`config.mk`:
```
export PLATFORM = sky130hd
export DESIGN_NAME = imgconv_mod
export DESIGN_NICKNAME = d
export VERILOG_FILES = /design/src/rtl/imgconv_mod.sv
export SDC_FILE = /design/constraint.sdc
export NUM_CORES = 1
export LEC_CHECK = 0
export ABC_CLOCK_PERIOD_IN_PS = 8300
export BUFFER_PORTS_ARGS = -buffer_cell sky130_fd_sc_hd__buf_2
export CORE_MARGIN = 3
export CORE_UTILIZATION = 30
export DETAILED_ROUTE_END_ITERATION = 7
export PLACE_DENSITY = 0.46
export SETUP_SLACK_MARGIN = 0.3
export SLEW_MARGIN = 20
export SYNTH_ARGS = -nofsm -noshare
export SYNTH_HDL_FRONTEND = slang
export SYNTH_SLANG_ARGS = --single-unit
export TNS_END_PERCENT = 1
```
`constraint.sdc`:
```
create_clock -name clk -period 8.3 [get_ports clk]
set_input_delay 0.83 -clock clk [delete_from_list [all_inputs] [get_ports clk]]
set_output_delay 0.83 -clock clk [all_outputs]
set_load 0.02 [all_outputs]
```
`src/rtl/imgconv_mod.sv`:
```
module imgconv_mod #(
  parameter int VW  = 21,
  parameter int DIV = 4101,
  parameter int AW  = 13
) (
  input  logic          clk,
  input  logic          rst,
  input  logic          start,
  input  logic [VW-1:0] value,
  output logic          done,
  output logic [AW-1:0] result
);

  localparam int MW = VW + 1;
  localparam int PW = VW + MW;
  localparam int XW = (VW > AW) ? VW + 1 : AW + 2;
  localparam logic [MW-1:0] RECIP = MW'((64'd1 << VW) / 64'(DIV));

  logic [VW-1:0] val_q;
  logic [PW-1:0] prod;
  logic [AW:0]   part;
  logic          s1;
  logic          s2;
  logic [MW-1:0] quot;
  logic [XW-1:0] diff;

  // The reciprocal estimate of the quotient is low by at most one, so the partial
  // remainder stays below twice the divisor and one compare and subtract finishes it.
  always_comb begin
    quot = MW'(prod >> VW);
    diff = XW'(val_q) - XW'(quot) * XW'(DIV);
  end

  always_ff @(posedge clk) begin
    if (rst) begin
      s1   <= 1'b0;
      s2   <= 1'b0;
      done <= 1'b0;
    end else begin
      s1   <= start;
      s2   <= s1;
      done <= s2;
    end
    if (start) begin
      val_q <= value;
      prod  <= value * RECIP;
    end
    if (s1) begin
      part <= diff[AW:0];
    end
    if (s2) begin
      result <= (part >= (AW + 1)'(DIV)) ? AW'(part - (AW + 1)'(DIV)) : part[AW-1:0];
    end
  end

endmodule

```
# == After elaboration in Yosys (flattened, before gate mapping) ==
# Index checks and enable logic that the tools add are counted.
# classes
magnitude_cmp,1
muxes,1
n_mul,2
add_sub_neg,2
# op_table
operator,count
multiplier 21 x 9 -> 30 bit (second input constant),1
>= comparator 14 x 13 -> 1 bit (second input constant),1
multiplier 9 x 13 -> 14 bit (second input constant),1
subtractor 14 bit,1
2-to-1 mux 13 bit,1
subtractor 13 bit (second input constant),1
# totals
input_bits,24
wordCells,13
out_inout_bits,14
register_bits,74

# == Longest topological paths before layout ==
# logic_depth
ltp_word,2
mapped_depth,16
mapped_depth_nobuf,16

# == Least setup slack after synthesis ==
# No wires, ideal clock.
# synth_path
path_kind,input-to-reg
startpoint,input value[6]
endpoint,register prod[28] (data pin)
cell_stages,16
t_required_ns,8.031
setup_slack_ns,3.091
t_arrival_ns,4.940
cell_sequence,fa_1 > inv_1 > fa_1 > inv_1 > fa_1 > inv_1 > fa_1 > inv_1 > ha_1 > and4_1 > a221o_1 > a211o_1 > a211oi_2 > o21ai_1 > a31oi_1 > o22ai_1
# synth_between
elab_chain_len,1
# synth_lines
element,line,source
from (decl),9,"input logic [VW-1:0] value,"
multiplier 21 x 9 -> 30 bit,46,prod <= value * RECIP;
to (signal assigned),46,
to (decl),20,logic [PW-1:0] prod;
# Every way passes these cells.
# A chain may end at the register's enable or synchronous reset.

# == Worst setup path in the final report ==
# layout_path
startpoint,input value[9]
endpoint,register prod[28] (data pin)
# The elaborated chain is that of the path after synthesis.

==> out/results.txt <==
Total Die Area - 23210 um2
# setup viols final - 0
Min-delay worst type - reg2reg
DR vias - 3771
Ranking of synthesized cells by area - fa_1 32%, edfxtp_1 23%, ha_1 17%
Final HPWL DP - 10.39 mm
Number of setup buffers added after CTS - 0
H-Tree Depth - 2
Congestion Overflow GR - 0
CTS tree - yes
Vias in the first global route - 4159
Starting Density - 31.15%
Post-synth EDFFs - 50
Tcrit/Tclk final - 64.50%
Area of the multi-input gates - 4158 um2
Crit end category - flip-flop
Post-Syn Nets - 797
Worst Tran Pin Value - 642.3 ps
Mean Syn Cell Area - 10.98 um2
Number of DRC markers in iteration 0 - 115
Setup_tns - 0 ps
Antenna violations before repair - 0
Hold Vio Cnt, Final - 0
PortBufs - 37
Synth Flop Type - edfxtp_1
RSZ-0062 raised after global routing - false
Share of cells above drive strength 1 - 8.254%
Post-route ant nets - 0
Largest net degree at the start of global routing - 25
Synth warnings - 0
Asr flop ratio synth - 0%
Clock-pin slew on the worst setup and hold paths - 70 ps
Skew final - 5.917 ps
Drt pass-1 iters - 4
Cell area after synthesis - 6425 um2
Max-Cap Viols - 0
Distinct cells, synth - 43
CTS root buffer - clkbuf_16
CTS Sinks - 53
Synthesized flop and latch total - 53
Ports - 38
Filler cells - 2090
Share of the synthesized area in the top cell type - 32.09%
Fmax - 186.8 MHz
Post_cts resized - 0
Slew Limit Fails - 0
Layout area overhead - 10.48%
Register area - 1562 um2
Vias per cell - 4.190
First-pass GRT wire length - 20.49 mm
Die width - 152.3 um
Post-synthesis sequential area ratio - 24.30%
Kind of critical path - in2reg
DRC - 0
Gr usage total - 10.62%
Post-layout min period - 5353 ps
Crit-path max FO - 4
Synthesized instance count - 585
Area leader, netlist - fa_1
Critical Path AT - 5390 ps
Clock latency on the worst-skew pair - 300 ps
Post-DR wirelength/cell - 12.71 um
Die Height - 152.3 um
WP data required - 8340 ps
Status - finished, final reports clean
Routed WL - 11.44 mm
Post-cts hold buffer count - 0
Layout net count - 841
Rel. slew slack - 57.18%
Rows - 52
Maximum buffer depth of the clock tree - 2
N_diodes - 0
Placeable core region - 20620 um2
Final GP Congestion - 0.7935
Cts bufs inserted - 5
Crit start category - primary input
## flip-flops by register name (all words and copies together) (netlist names)
| name | cells |
|---|---|
| part | 14 |
| result | 13 |
| s2 | 1 |
| val_q | 14 |
| s1 | 1 |
| prod | 9 |
| done | 1 |
## worst max-delay path: stages
cell	delay, ps
buf_2	150
fa_1	680
inv_1	100
fa_1	540
inv_1	50
fa_1	470
inv_1	50
fa_1	530
inv_1	50
ha_1	300
and4_1	220
a221o_1	290
a211o_1	250
a211oi_2	340
o21ai_1	160
a31oi_1	260
o22ai_1	120
## metrics by stage
| step | hold slack [ps] | setup slack [ps] | area (um2) | utilization (%) | std cells |
|---|---|---|---|---|---|
| 6_report | 612.5 | 2947 | 7098 | 34.42 | 900 |
| 3_5_place_dp | 597.7 | 2563 | 6948 | 33.69 | 892 |
| 3_3_place_gp | 593.4 | 2654 | 6948 | 33.69 | 892 |
| 2_1_floorplan | 554.3 | 3091 | 6425 | - | 585 |
| 5_1_grt | 615.4 | 2591 | 7098 | 34.42 | 900 |
| 4_1_cts | 611.8 | 2878 | 7098 | 34.42 | 900 |
## placed cells by master, fill, tap and decap left out, types with 4 or more instances in the layout
cell type | synthesis | final
nor2_1 | 20 | 20
o21ai_1 | 8 | 8
nor2b_1 | 5 | 5
buf_2 | 0 | 37
nand2_1 | 9 | 9
xnor2_1 | 24 | 24
a21o_1 | 8 | 8
edfxtp_1 | 50 | 50
ha_1 | 85 | 85
inv_1 | 188 | 188
clkbuf_16 | 0 | 5
fa_1 | 103 | 103
a21oi_1 | 13 | 13
xor2_1 | 12 | 12
nor3_1 | 6 | 6
nand3_1 | 4 | 4
## per-layer routing
metal	track usage [%]	share of wire, %	vias to the layer above
met5	0	0	-
li1	-	-	1900
met1	14.42	47	1823
met2	18.50	50	41
met4	1.584	0.70	0
met3	1.534	2.4	7
## layout make-up
type | count | area share [%]
sequential | 53 | 22.00
clock inverter | 3 | 0.3525
tap | 270 | 4.759
timing repair buffer | 37 | 2.609
inverter | 188 | 9.942
clock buffer | 5 | 1.763
multi-input combinational | 344 | 58.58
## final timing paths
kind | endpoint | cells after the start | startpoint | slack [ps]
hold / removal | result[8] | 1 | part[8] | 610
setup / recovery | prod[28] | 17 | value[9] | 2950
hold reg to reg | result[8] | 1 | part[8] | 610
setup reg to reg | part[13] | 13 | prod[27] | 4540
## cells in the mapped netlist (all sizes together) (4+ instances only)
cell type / number
nand3: 4
a211oi: 4
edfxtp: 50
xor2: 12
a21o: 8
nor3: 7
nand2: 9
fa: 103
a21oi: 14
xnor2: 24
ha: 85
nor2b: 5
inv: 188
nor2: 20
o21ai: 11
## logic make-up after synthesis
logic type	synth area share (%)
flip-flops	24.30
AO/OA/AOI/OAI	5.550
adder cells (fa/ha/maj)	48.65
buffers and inverters	10.98
multiplexers	0.4869
XOR/XNOR	4.907
AND/OR/NAND/NOR	5.122
Power is left out: the tool's default activity adds up to more than one toggle a clock period on the data nets, which glitch-free logic cannot reach.
