### src/rtl/imgconv_pkg.sv
package imgconv_pkg;

  localparam int PIX_W     = 16;
  localparam int COEF_W    = 8;
  localparam int NUM_COEFS = 25;
  localparam int ACC_W     = 24;
  localparam int SCALE_W   = 32;
  localparam int OFFS_W    = 16;
  localparam int FRAC_W    = 16;
  localparam int CFG_W     = 64;
  localparam int CFG_IDX_W = 3;
  localparam int HALF_W    = 2;
  localparam int TAP_W     = 6;
  localparam int CH_W      = 8;

  localparam logic [CH_W-1:0] GRAY_MAX  = 8'd255;
  localparam logic [CH_W-1:0] RED_MAX   = 8'd31;
  localparam logic [CH_W-1:0] GREEN_MAX = 8'd63;
  localparam logic [CH_W-1:0] BLUE_MAX  = 8'd31;

  typedef enum logic [CFG_IDX_W-1:0] {
    REG_MODE   = 3'd0,
    REG_COEF0  = 3'd1,
    REG_COEF1  = 3'd2,
    REG_COEF2  = 3'd3,
    REG_COEF3  = 3'd4,
    REG_SCALE  = 3'd5,
    REG_OFFSET = 3'd6,
    REG_FRAME  = 3'd7
  } cfg_reg_t;

  typedef enum logic {
    CMD_PUSH  = 1'b0,
    CMD_DRAIN = 1'b1
  } cmd_t;

  typedef struct packed {
    logic                    valid;
    logic signed [ACC_W-1:0] acc;
    logic [CH_W-1:0]         maxv;
  } scale_req_t;

  function automatic logic signed [COEF_W-1:0] coef_at(input logic [4*CFG_W-1:0] words,
                                                      input logic [TAP_W-1:0] t);
    logic signed [COEF_W-1:0] c;
    c = '0;
    if (t < TAP_W'(NUM_COEFS)) begin
      c = words[{t[4:0], 3'b000} +: COEF_W];
    end
    return c;
  endfunction

endpackage

### src/rtl/imgconv_scale.sv
module imgconv_scale (
  input  logic                                      clk,
  input  logic                                      rst,
  input  imgconv_pkg::scale_req_t                   req,
  input  logic signed [imgconv_pkg::SCALE_W-1:0]    scale,
  input  logic signed [imgconv_pkg::OFFS_W-1:0]     offset,
  output logic                                      res_valid,
  output logic [imgconv_pkg::CH_W-1:0]              res
);

  localparam int PW = imgconv_pkg::ACC_W + imgconv_pkg::SCALE_W;
  localparam int TW = PW + 1;

  logic                             p_valid;
  logic signed [PW-1:0]             prod;
  logic [imgconv_pkg::CH_W-1:0]     maxv_q;
  logic signed [TW-1:0]             prod_x;
  logic signed [TW-1:0]             offs_x;
  logic signed [TW-1:0]             sum;
  logic signed [TW-1:0]             biased;
  logic signed [TW-1:0]             v;
  logic [imgconv_pkg::CH_W-1:0]     clamped;

  always_comb begin
    prod_x = prod;
    offs_x = offset;
    sum    = prod_x + (offs_x <<< imgconv_pkg::FRAC_W);
    // Bias negative values so that the arithmetic shift truncates toward zero.
    biased = sum + (sum[TW-1] ? TW'((1 << imgconv_pkg::FRAC_W) - 1) : TW'(0));
    v      = biased >>> imgconv_pkg::FRAC_W;
    if (v < 0) begin
      clamped = '0;
    end else if (v > $signed({1'b0, TW'(maxv_q)})) begin
      clamped = maxv_q;
    end else begin
      clamped = v[imgconv_pkg::CH_W-1:0];
    end
  end

  always_ff @(posedge clk) begin
    if (rst) begin
      p_valid   <= 1'b0;
      res_valid <= 1'b0;
    end else begin
      p_valid   <= req.valid;
      res_valid <= p_valid;
    end
    prod   <= req.acc * scale;
    maxv_q <= req.maxv;
    res    <= clamped;
  end

endmodule
### config.mk
export PLATFORM = sky130hd
export DESIGN_NAME = imgconv_scale
export DESIGN_NICKNAME = d
export VERILOG_FILES = /design/src/rtl/imgconv_pkg.sv /design/src/rtl/imgconv_scale.sv
export SDC_FILE = /design/constraint.sdc
export NUM_CORES = 2
export LEC_CHECK = 0
export BUFFER_PORTS_ARGS = -buffer_cell sky130_fd_sc_hd__buf_2
export CAP_MARGIN = 20
export CORE_ASPECT_RATIO = 1.5
export CORE_MARGIN = 4
export CORE_UTILIZATION = 27
export DETAILED_ROUTE_END_ITERATION = 10
export GPL_TIMING_DRIVEN = 0
export PLACE_DENSITY = 0.47
export SLEW_MARGIN = 30
export SYNTH_ARGS = -nofsm -noshare
export SYNTH_HDL_FRONTEND = slang
export SYNTH_SLANG_ARGS = --single-unit
### constraint.sdc
create_clock -name clk -period 19.6 [get_ports clk]
set_input_delay 3.92 -clock clk [delete_from_list [all_inputs] [get_ports clk]]
set_output_delay 3.92 -clock clk [all_outputs]
set_load 0.01 [all_outputs]
* Yosys cells after proc, flatten, opt, wreduce, memory -nomap -nowiden
Index checks and enable logic that the tools add are counted.
** Word-level totals
- Output and inout port bits :: 9
- Flip-flop bits (word level) :: 74
** Cells by class
- Add/subtract/negate cells :: 2
- $mul :: 1
- $lt $le $gt $ge :: 2
- Multiplexer cells :: 2
** Operators with widths (count)
- 56-bit by 32-bit adder with 57-bit output :: 1
- 57-bit by 17-bit adder with 57-bit output :: 1
- 24-bit by 32-bit multiplier with 56-bit output :: 1
- 41-bit by 9-bit > comparator with 1-bit output :: 1
- 41-bit by 1-bit < comparator with 1-bit output, second input constant :: 1
- 16-bit 2-to-1 mux :: 1
- 8-bit 2-to-1 mux :: 1

* Logic depth before layout (Yosys ltp)
- Word-level depth :: 5
- Mapped depth :: 36
- Gate-level depth less buffers :: 35

* Worst setup path before layout
Ideal clock, no wire load.
- Path type :: input to register
- Start :: in offset[15] in the netlist's numbering
- End :: reg res[0] in the netlist's numbering
- Library setup time :: 72 ps
- Cell stages on the path :: 33
- Buffers on the path :: 2
- Required time :: 19528 ps
- Arrival :: 11784 ps
- Path slack :: 7745 ps
- Cell sequence :: ha_1 > clkbuf_1 > a21oi_1 > o21ai_1 > a41o_1 > a21oi_1 > o211a_1 > a21o_1 > mux2i_1 > ha_1 > nand3_1 > or3_1 > or3_1 > a2111oi_0 > a211oi_1 > clkbuf_1 > nor3_1 > a21oi_1 > ha_1 > nor2b_1 > o21a_1 > o21a_1 > o21a_1 > o21a_1 > o21a_1 > o21a_1 > o22ai_1 > nand3_1 > and4b_1 > nand4_1 > or4b_4 > nor4_4 > mux2i_1
** Between the ends
- Longest elaborated chain between the ends :: 5
** Ends and longest elaborated chain
- from (decl) :: RTL line imgconv_scale.sv:6 : input logic signed [imgconv_pkg::OFFS_W-1:0] offset,
- 56-bit by 32-bit adder with 57-bit output (*) :: RTL line imgconv_scale.sv:27 : sum = prod_x + (offs_x <<< imgconv_pkg::FRAC_W);
- 16-bit 2-to-1 mux :: RTL line imgconv_scale.sv:29 : biased = sum + (sum[TW-1] ? TW'((1 << imgconv_pkg::FRAC_W) - 1) : TW'(0));
- 57-bit by 17-bit adder with 57-bit output (*) :: RTL line imgconv_scale.sv:29
- 41-bit by 9-bit > comparator with 1-bit output :: RTL line imgconv_scale.sv:33 : end else if (v > $signed({1'b0, TW'(maxv_q)})) begin
- 8-bit 2-to-1 mux :: RTL line imgconv_scale.sv:33
- to (signal assigned) :: RTL line imgconv_scale.sv:50 : res <= clamped;
- to (decl) :: RTL line imgconv_scale.sv:8 : output logic [imgconv_pkg::CH_W-1:0] res
Mark *: on every way between the ends. The rest lies on a longest branch, timed or not.
A chain may end at the register's enable or synchronous reset.

* Worst setup path in the final report
- Start :: in offset[15] in the netlist's numbering
- End :: reg res[6] in the netlist's numbering
The elaborated chain is that of the path after synthesis.

==> summary.md <==
| Metric | Value |
|---|---|
| Sequential share of the synthesized area | 0.0457 |
| Routed len/inst | between 20 and 25 µm |
| Hold Startpoint | p_valid |
| Finished Layout Cells | between 5,000 and 6,000 |
| CTS Root Cell | clkbuf_16 |
| Grt total ovfl | 0 |
| Total wire length | around 110,000 µm |
| Status | finished clean |
| F_max | 74.7 MHz |
| GRT Util Overall | 0.177 |
| Most common cell after layout, fill and taps aside | inv_1 |
| Pre-antenna DRT Iters | 5 |
| Crit path launch type | input pin |
| Reg2reg setup slack | roughly 9900 ps |
| Hold_buf cts | 0 |
| CTS H-tree depth | 3 |
| Gates resized, CTS repair | 0 |
| Fin. Hold Viols | 0 |
| Global-route wire length before repair | between 150,000 and 200,000 µm |
| Routability cong. | 0.902 |
| Hold crit path type | register to register |
| DR vias | between 20,000 and 25,000 |
| Min-Delay Endpoint | res_valid |
| Initial Util | 0.272 |
| Clk slew on worst S/H paths | 70 ps |
| Die Height | between 400 and 500 µm |
| Die W | roughly 290 µm |
| Synth warnings | 0 |
| Post-synthesis net count | around 4,700 |
| CP dominant cell by count | o21a_1 |
| Worst hold path stage count | 1 |
| Final Skew | about 8.1 ps |
| Vias in the first global route | 27,710 |
| Cells after Synth | roughly 3,600 |
| CP Capture Type | register |
| CP required | around 20,000 ps |
| FF+latch count, synth | 74 |
| RSZ-0062 raised after global routing | no |
| Post-route minimum period | 13,390 ps |
| Final setup TNS | 0 ps |
| Most frequent cells in the layout | 795 x inv_1, 784 x fa_1, 563 x nand2_1 |
| WS Path Type | input pin to register |
| Nets | about 4,800 |
| Mapped cell area | ~0.032 mm² |
| # Post-CTS Setup Buffers | 0 |
| CTS Buf Count | 9 |
| Crit path max-delay cell type | nor4_4 |
| Total Die Area | between 0.1 and 0.15 mm² |
| Antenna violations before repair | 2 |
| Routed Antenna Nets | 0 |
| R2r endpoint | res[6] |
| WP data arrival | approximately 14,000 ps |
| Largest net degree at the start of global routing | 26 |
| Inst Count DP | approximately 5,300 |
| Headroom to the max-slew limit | 0.354 |
| Core region area | 0.119 mm² |
| Synth cell types | 79 |
| DR vias/cell | 4.68 |
| Clock Tree Buf Depth | 2 |
| Mean Syn Cell Area | around 9 µm² |
| Critical path fanouts, max | 25 |
| Area growth syn-to-layout | 8.51% |
| Worst-margin pin slew | 969 ps |
| Clk_lat worst skew | approximately 350 ps |
| R2R depth | 35 |
| RR Startpoint | prod[28] |
| Ys async rst share | 0 |
| FP Rows | roughly 160 |
| CTS tree | done |
| Maxcap violations | 0 |
| Layout cell share with drive strength beyond 1 | 0.0355 |
| Worst path max stage delay | roughly 730 ps |
| Port Buf Inserts | 91 |
| Clk sinks | 74 |
| Ports | about 90 |
| Max Slew Vio Count | 0 |
| Post-route DRC violation count | 0 |
| Initial DRC count | approximately 1,200 |
| Final HPWL DP | roughly 99,000 µm |
| Setup violators final | 0 |
| Layout Utilization | 0.295 |
| Top FF cell, synth | dfxtp_1 |
| Final Cycle Share | 0.683 |
| Count of flip-flops with a built-in enable after synthesis | 0 |
worst max path at each step:
stage,start,endpoint,slack [ps],depth (start not counted)
2_1_floorplan,offset[15],res[0],7740,33
3_3_place_gp,offset[15],res[4],5170,36
3_5_place_dp,offset[15],res[6],5900,36
4_1_cts,offset[15],res[6],6190,36
5_1_grt,offset[15],res[6],5440,36
6_report,offset[15],res[6],6210,36
worst max-delay path, delay by kind of cell:
kind | cells | cell delay (ps)
fa+ha+maj | 3 | 1020
compound gates | 21 | 4650
mux | 2 | 890
simple gates | 7 | 2110
buf+inv | 3 | 1040
per-layer routing:
layer  vias up  GRT usage  part of all wire
li1      11167          -                 -
met1     12996      0.187              0.35
met2       512      0.351              0.56
met3       191     0.0115             0.024
met4         2     0.0913             0.062
met5         -          0           0.00011
cell usage after synthesis, types with 8 or more instances:
master | number | share of area
a211oi_1 | 16 | 0.0037
a21o_1 | 60 | 0.014
a21oi_1 | 101 | 0.016
a31oi_1 | 13 | 0.0025
and2_1 | 279 | 0.054
and3_1 | 14 | 0.0027
clkbuf_1 | 159 | 0.018
dfxtp_1 | 74 | 0.046
fa_1 | 784 | 0.48
ha_1 | 213 | 0.082
inv_1 | 795 | 0.092
mux2i_1 | 11 | 0.0034
nand2_1 | 563 | 0.065
nand2b_1 | 31 | 0.0060
nand3_1 | 28 | 0.0043
nand4_1 | 22 | 0.0042
nor2_1 | 88 | 0.010
nor2b_1 | 14 | 0.0027
nor3_1 | 22 | 0.0034
o211ai_1 | 12 | 0.0028
o21a_1 | 23 | 0.0053
o21ai_0 | 54 | 0.0083
o21bai_1 | 10 | 0.0023
o31a_1 | 8 | 0.0022
o31ai_1 | 8 | 0.0019
or3_1 | 9 | 0.0017
xnor2_1 | 70 | 0.019
xor2_1 | 27 | 0.0073
flip-flops by register name, summed over array words and instances (netlist names):
register   flops
prod          56
maxv_q         8
res            8
p_valid        1
res_valid      1
final cells by class:
class | instances | area (µm²)
buffer | 162 | 619
inverter | 795 | 2980
fill | 12960 | 83900
clock inverter | 7 | 83.8
antenna | 4 | 10.0
tap | 1570 | 1960
clock buffer | 9 | 225
timing repair buffer | 91 | 455
sequential | 74 | 1480
multi-input combinational | 2605 | 27300
kinds of logic (layout without fill, tap and decap cells):
group	Yosys count	after routing	synth area share
and+or+nand+nor	1123	1123	0.169
DFF	74	74	0.0457
muxes	12	12	0.00375
AOI/OAI and AO/OA	375	375	0.0771
xor gates and xnor gates	98	98	0.0267
buffers and inverters	957	1064	0.111
other	0	4	0
adders and majority gates	997	997	0.567
through the flow:
stage / hold WS (ps) / cell area, µm² / worst slack, ps
after floorplan: 414 / 32400 / 7740
after global placement: 419 / 34800 / 5170
after detailed placement: 430 / 34800 / 5900
after CTS: 447 / 35100 / 6190
after global routing: 465 / 35100 / 5440
final: 440 / 35200 / 6210
Power is left out: the tool's default activity adds up to more than one toggle a clock period on the data nets, which glitch-free logic cannot reach.
